**src/rtl/kmwr_div.sv**
```systemverilog
// ----------------------------------------------------------------------------
// kmwr_div
// Restoring divider, one quotient bit per cycle. Gives quotient and
// remainder together with done, which pulses for one cycle.
// ----------------------------------------------------------------------------
module kmwr_div #(
  parameter int W = 11
) (
  input  logic         clk,
  input  logic         rst,
  input  logic         start,
  input  logic [W-1:0] dividend,
  input  logic [W-1:0] divisor,
  output logic         done,
  output logic [W-1:0] quotient,
  output logic [W-1:0] remainder
);

  localparam int CNT_W = $clog2(W + 1);

  logic [CNT_W-1:0] cnt;
  logic [W-1:0]     quo;
  logic [W-1:0]     rem;
  logic [W:0]       shifted;
  logic [W:0]       diff;
  logic             ge;

  assign shifted = {rem, quo[W-1]};
  assign diff    = shifted - {1'b0, divisor};
  assign ge      = shifted >= {1'b0, divisor};

  always_ff @(posedge clk) begin
    if (rst) begin
      cnt  <= '0;
      done <= 1'b0;
    end else begin
      done <= 1'b0;
      if (start) begin
        cnt <= CNT_W'(W);
        quo <= dividend;
        rem <= '0;
      end else if (cnt != '0) begin
        rem <= ge ? diff[W-1:0] : shifted[W-1:0];
        quo <= {quo[W-2:0], ge};
        cnt <= cnt - CNT_W'(1);
        if (cnt == CNT_W'(1)) begin
          done <= 1'b1;
        end
      end
    end
  end

  assign quotient  = quo;
  assign remainder = rem;

endmodule

```
**config.mk**
```make
export PLATFORM = sky130hd
export DESIGN_NAME = kmwr_div
export DESIGN_NICKNAME = d
export VERILOG_FILES = /design/src/rtl/kmwr_div.sv
export SDC_FILE = /design/constraint.sdc
export NUM_CORES = 1
export LEC_CHECK = 0
export BUFFER_PORTS_ARGS = -buffer_cell sky130_fd_sc_hd__buf_2
export CORE_ASPECT_RATIO = 0.75
export CORE_MARGIN = 3
export CORE_UTILIZATION = 52
export DETAILED_ROUTE_END_ITERATION = 16
export PLACE_DENSITY = 0.8
export SLEW_MARGIN = 20
export SYNTH_ARGS = -nofsm -noshare
export SYNTH_HDL_FRONTEND = slang
export SYNTH_SLANG_ARGS = --single-unit
```
**constraint.sdc**
```tcl
create_clock -name clk -period 2.9 [get_ports clk]
set_clock_uncertainty 0.05 [all_clocks]
set_input_delay 0.435 -clock clk [delete_from_list [all_inputs] [get_ports clk]]
set_output_delay 0.435 -clock clk [all_outputs]
set_load 0.005 [all_outputs]
```
==> impl_metrics.yaml, run 1 <==
synthesis:
  ys_seq_area_frac: 0.442
  synth_nets: 194
  synth_seq_cells: 27
  ys_types: 38
  synthTopCellsByArea: "edfxtp_1, ha_1, mux2_2, dfxtp_1, inv_1"
  yosys_most_used_dff: "edfxtp_1"
  synth_edf_count: 22
  synth_area_per_cell_um2: 11.0
  synth_top_cell_by_area: "edfxtp_1"
  synth_top_area_share: 0.383
  netlist_instances: 157
  ys_warn_count: 0
  synth-async-reset-ratio: 0
  synth_area_mm2: 0.00172
cells_and_area:
  drive_above_1_share: 0.354
  diodes: 0
  nNetsFinal: 244
  fin_area_mm2: 0.00205
  final_common_cell: "buf_2"
  area_growth_pct: 19.1
  finalNonFillerCells: 244
  final_cell_mix: "buf_2, edfxtp_1, inv_1"
  n_fill_cell: 265
placed_design:
  port-buffer-count: 47
  dpl_cell_area_mm2: 0.00200
  gp_congestion: 0.799
  pre_cts_ws_ns: 0.0680
  place_inst: 240
  dp.final_hpwl_um: 2850
worst_hold_path:
  min_to: "cnt[3]$_SDFFE_PP0N_"
  hold_depth: 2
  hold_path_class: "in -> reg"
  min_from: "rst"
worst_setup_path:
  r2r_setup_slack_ns: 0.17
  crit_fanout: 14
  end_kind: "flip-flop"
  crit_path_start_kind: "flip-flop"
  worstSetupPathType: "reg -> reg"
  critPathRequiredTime_ns: 2.89
  r2r-start: "quotient[10]$_DFFE_PP_"
  regToRegEndpoint: "remainder[5]$_SDFFCE_PP0P_"
  r2r_cells: 9
  cp.arrival_ns: 2.72
route:
  drt-initial-drc-count: 71
  ant_nets: 0
  routed_wl_um: 3640
  vias: 1358
  wl_per_cell_um: 14.9
  dr.pass1.iters: 4
  vias_per_cell: 5.57
  remaining_drc_errors: 0
flow_run:
  cap_viol_max_count: 0
sta:
  rsz0062_at_grt: "no"
  finalHoldViolCount: 0
  finalCritPeriodShare: 0.942
  worstMarginPinSlew_ns: 0.736
  setup_ws_ns: 0.168
  layout_min_cycle_time_ns: 2.73
  fmax_mhz: 366
  drv_slew: 0
  setup_violations: 0
  relSlewSlack: 0.509
  tns_ns: 0
clock_tree:
  post_cts_resized: 0
  clock-root-buffer: "clkbuf_8"
  cts_sinks: 27
  cts_made_buffers: 3
  clkSlewWorstSetupHoldPaths_ns: 0.10
  cts_htree_levels: 1
  clk_latency_ns: 0.28
  clockBufferDepth: 2
  cts_tree: "yes"
  post_cts_buffers: 0
  hold_buffers: 0
floorplanning:
  fp.dieW_um: 72.5
  dieArea_mm2: 0.00405
  io_pins: 48
  core_region_area_mm2: 0.00306
  rows: 17
  die-height_um: 55.9
  initial_core_util: 0.562
power:
  cellPowerDensity_mw_per_mm2: 585
  power.total_mw: 1.20
  peakVddDrop_uv: 331
  power.leakage_nw: 0.916
global_route:
  overflow: 0
  first_global_vias: 1342
  grt_usage: 0.190
  grt_start_max_net_pins: 29
  antenna_found_initial: 0
  grt_pass1_wl_um: 6070
run_status:
  outcome: "finished, final reports clean"
[logic make-up after synthesis]
kind of cell               synth area share
AOI/OAI and AO/OA                     0.171
xor gates and xnor gates             0.0305
adders and majority gates            0.0915
buffers and inverters                0.0501
DFF                                   0.442
muxes                                 0.107
and+or+nand+nor                       0.108
[final cells by class]
class / instances / area [µm²] / area share
Clock buffer: 3 / 41.3 / 0.0201
Clock inverter: 1 / 8.76 / 0.00427
Inverter: 17 / 63.8 / 0.0311
Multi-Input combinational cell: 109 / 880 / 0.429
Sequential cell: 27 / 761 / 0.371
Tap cell: 38 / 47.5 / 0.0232
Timing Repair Buffer: 49 / 250 / 0.122
[state kept, by name, indices dropped and copies added (netlist names)]
signal     flops
cnt            4
quotient      11
remainder     11
done           1
[synth_stat cells (3+ instances only)]
master	instances
nand2_1	4
o21a_1	4
a21o_1	4
inv_1	17
nor2_1	15
mux2i_1	5
xnor2_1	6
nor3_1	4
edfxtp_1	22
nor2b_1	3
mux2_2	12
ha_1	11
o21ai_0	6
dfxtp_1	5
a21oi_1	9
[worst max path at each step]
stage | startpoint | to | slack, ns | depth (start not counted)
after floorplan | start | quotient[0]$_DFFE_PP_ | 0.49 | 3
after global placement | divisor[9] | remainder[5]$_SDFFCE_PP0P_ | 0.12 | 8
after detailed placement | divisor[9] | remainder[5]$_SDFFCE_PP0P_ | 0.07 | 8
after CTS | quotient[10]$_DFFE_PP_ | remainder[5]$_SDFFCE_PP0P_ | 0.16 | 9
after global routing | quotient[10]$_DFFE_PP_ | remainder[5]$_SDFFCE_PP0P_ | 0.002 | 9
final | quotient[10]$_DFFE_PP_ | remainder[5]$_SDFFCE_PP0P_ | 0.17 | 9
[per-stage QoR]
stage	util	hold WS, ns
2_1_floorplan	-	0.424
3_3_place_gp	0.654	0.448
3_5_place_dp	0.654	0.469
4_1_cts	0.670	0.321
5_1_grt	0.670	0.326
6_report	0.670	0.324
[worst max-delay path: stages, from the launching register on]
cell,delay (ns)
edfxtp_1,0.42
inv_1,0.10
ha_1,0.18
fa_1,0.23
nand2b_1,0.14
a21o_1,0.20
a21oi_4,0.08
o21ai_2,0.61
nor2_1,0.20
a22o_1,0.27
[report_power, final]
part | leakage (nW) | switching [mW] | internal, mW
sequential | 0.258 | 0.0330 | 0.482
clock | 0.0261 | 0.128 | 0.101
combinational | 0.632 | 0.239 | 0.217
total | 0.916 | 0.400 | 0.800
[routing by layer]
metal,track usage,wire (µm),part of all wire
met5,0,0,0
met4,0.0368,32,0.0088
met3,0.0397,172,0.047
met2,0.316,1810,0.50
met1,0.255,1620,0.45
(Power assumes the default switching activity.)
==> inputs of run 2 (changes only) <==
--- a/config.mk
+++ b/config.mk
@@ -11,6 +11,7 @@
 export CORE_UTILIZATION = 52
 export DETAILED_ROUTE_END_ITERATION = 16
 export PLACE_DENSITY = 0.8
+export SETUP_SLACK_MARGIN = 0.2
 export SLEW_MARGIN = 20
 export SYNTH_ARGS = -nofsm -noshare
 export SYNTH_HDL_FRONTEND = slang
==> run 2 against run 1 <==
Maximum frequency is 7.0% higher. Register-to-register slack better by 0.18 ns. Global-route usage hardly changed. Critical path type unchanged. Count of clock-buffer cells in the layout stayed put. Setup slack better by 0.18 ns. Highest routed layer unchanged. Critical path depth stayed put. Non-clock buffer count stayed put. Clock power hardly changed. Cell count stayed put. Largest cell class unchanged.
==> impl_metrics.yaml, run 2 (synthesis gave the netlist of run 1 again) <==
run_status:
  outcome: "finished, final reports clean"
sta:
  rsz0062_at_grt: "no"
  holdWs_ns: 0.324
  layout_min_cycle_time_ns: 2.55
  fmax_mhz: 392
  finalHoldViolCount: 0
  worstMarginPinSlew_ns: 0.562
  setup_violations: 0
  relSlewSlack: 0.625
  drv_slew: 0
  tns_ns: 0
  finalCritPeriodShare: 0.881
floorplanning:
  dieArea_mm2: 0.00405
  io_pins: 48
  die-height_um: 55.9
  core_region_area_mm2: 0.00306
  fp.dieW_um: 72.5
  initial_core_util: 0.562
  rows: 17
clock_tree:
  clock-root-buffer: "clkbuf_8"
  clockBufferDepth: 2
  cts_htree_levels: 1
  clk_latency_ns: 0.28
  clkSlewWorstSetupHoldPaths_ns: 0.10
  cts_tree: "yes"
  hold_buffers: 0
  cts_made_buffers: 3
  post_cts_buffers: 0
  cts_sinks: 27
cells_and_area:
  final_common_cell: "buf_2"
  n_fill_cell: 261
  final_cell_mix: "buf_2, edfxtp_1, inv_1"
  diodes: 0
  nNetsFinal: 244
  drive_above_1_share: 0.359
  area_growth_pct: 19.8
placed_design:
  dp.final_hpwl_um: 2850
  port-buffer-count: 47
  gp_congestion: 0.799
worst_setup_path:
  crit_fanout: 14
  worstSetupPathType: "reg -> reg"
  end_kind: "flip-flop"
  cp.arrival_ns: 2.54
  crit_path_start_kind: "flip-flop"
  cp_cell_sequence: "inv_1 -> ha_1 -> fa_1 -> nand2b_1 -> a21o_1 -> a21oi_4 -> o21ai_4 -> nor2_1 -> a22o_1"
  r2r-start: "quotient[10]$_DFFE_PP_"
  r2r_setup_slack_ns: 0.35
  worstSetupStartpoint: "quotient[10]$_DFFE_PP_"
  timing.critical_path.max_delay_family: "compound AO/OA/AOI/OAI gates"
  cp_slowest_cell: "o21ai_4"
  max_stage_delay_ns: 0.44
  critPathRequiredTime_ns: 2.89
  path_buf_inv: 1
power:
  cellPowerDensity_mw_per_mm2: 588
  pwr-share-clk: 0.189
  combPwrFrac: 0.386
  swShare: 0.337
  pwr-share-seq: 0.424
  power.leakage_nw: 0.918
  power_switching_mw: 0.409
  intPower_mw: 0.804
  peakVddDrop_uv: 330
global_route:
  first_global_vias: 1339
  grt_usage: 0.189
  grt_start_max_net_pins: 29
  overflow: 0
  grt_pass1_wl_um: 6060
  antenna_found_initial: 0
worst_hold_path:
  hold_path_class: "in -> reg"
  min_from: "rst"
route:
  vias: 1351
  wl_per_cell_um: 15.1
  ant_nets: 0
  dr.pass1.iters: 4
  drt-initial-drc-count: 54
  remaining_drc_errors: 0
  routed_wl_um: 3690
  vias_per_cell: 5.54
flow_run:
  cap_viol_max_count: 0
==> run 2: cell counts in the layout (fill, tap and decap cells not counted) <==
Identical to the previous run, type by type.
==> run 2: final timing paths <==
path / cells after the start / to
setup reg to reg: 9 / remainder[5]$_SDFFCE_PP0P_
hold / removal: 2 / cnt[3]$_SDFFE_PP0N_
hold reg to reg: 2 / cnt[3]$_SDFFE_PP0N_
setup / recovery: 9 / remainder[5]$_SDFFCE_PP0P_
==> run 2: worst register-to-register path, stage by stage, from the launching register on <==
cell	delay, ns
edfxtp_1	0.42
inv_1	0.10
ha_1	0.18
fa_1	0.23
nand2b_1	0.14
a21o_1	0.21
a21oi_4	0.10
o21ai_4	0.44
nor2_1	0.18
a22o_1	0.27
==> run 2: per-stage QoR <==
stage / std cells / power (mW) / cell area, µm² / util / worst slack, ns
4_1_cts: 244 / 1.21 / 2060 / 0.672 / 0.341
2_1_floorplan: 157 / 0.864 / 1720 / - / 0.487
5_1_grt: 244 / 1.29 / 2060 / 0.674 / 0.212
6_report: 244 / 1.21 / 2060 / 0.674 / 0.346
3_3_place_gp: 240 / 0.961 / 2000 / 0.654 / 0.121
3_5_place_dp: 240 / 0.979 / 2000 / 0.654 / 0.0680
==> run 2: layout make-up <==
type | instances | area (µm²) | area share
Multi-Input combinational cell | 109 | 892 | 0.432
Sequential cell | 27 | 761 | 0.368
Clock buffer | 3 | 41.3 | 0.0200
Clock inverter | 1 | 8.76 | 0.00424
Timing Repair Buffer | 49 | 250 | 0.121
Tap cell | 38 | 47.5 | 0.0230
Inverter | 17 | 63.8 | 0.0309
==> run 2: what timing repair did <==
action	in CTS	in global routing
gates resized for setup	1	1
hold endpoints to repair	0	0
endpoints found under the setup margin	2	1
==> run 2: power groups by stage <==
stage               sequential [mW]  combinational, mW  clock [mW]
floorplan                     0.522              0.342           0
global placement              0.521              0.441           0
detailed placement            0.523              0.456           0
CTS                           0.515              0.466       0.230
global route                  0.521              0.516       0.252
finish                        0.515              0.468       0.230
==> run 2: per-layer routing <==
| layer | part of all wire | vias up | GRT usage | wire (µm) |
|---|---|---|---|---|
| li1 | - | 669 | - | - |
| met3 | 0.046 | 5 | 0.0397 | 171 |
| met1 | 0.45 | 643 | 0.252 | 1670 |
| met5 | 0 | - | 0 | 0 |
| met2 | 0.49 | 34 | 0.318 | 1820 |
| met4 | 0.0062 | 0 | 0.0368 | 23 |
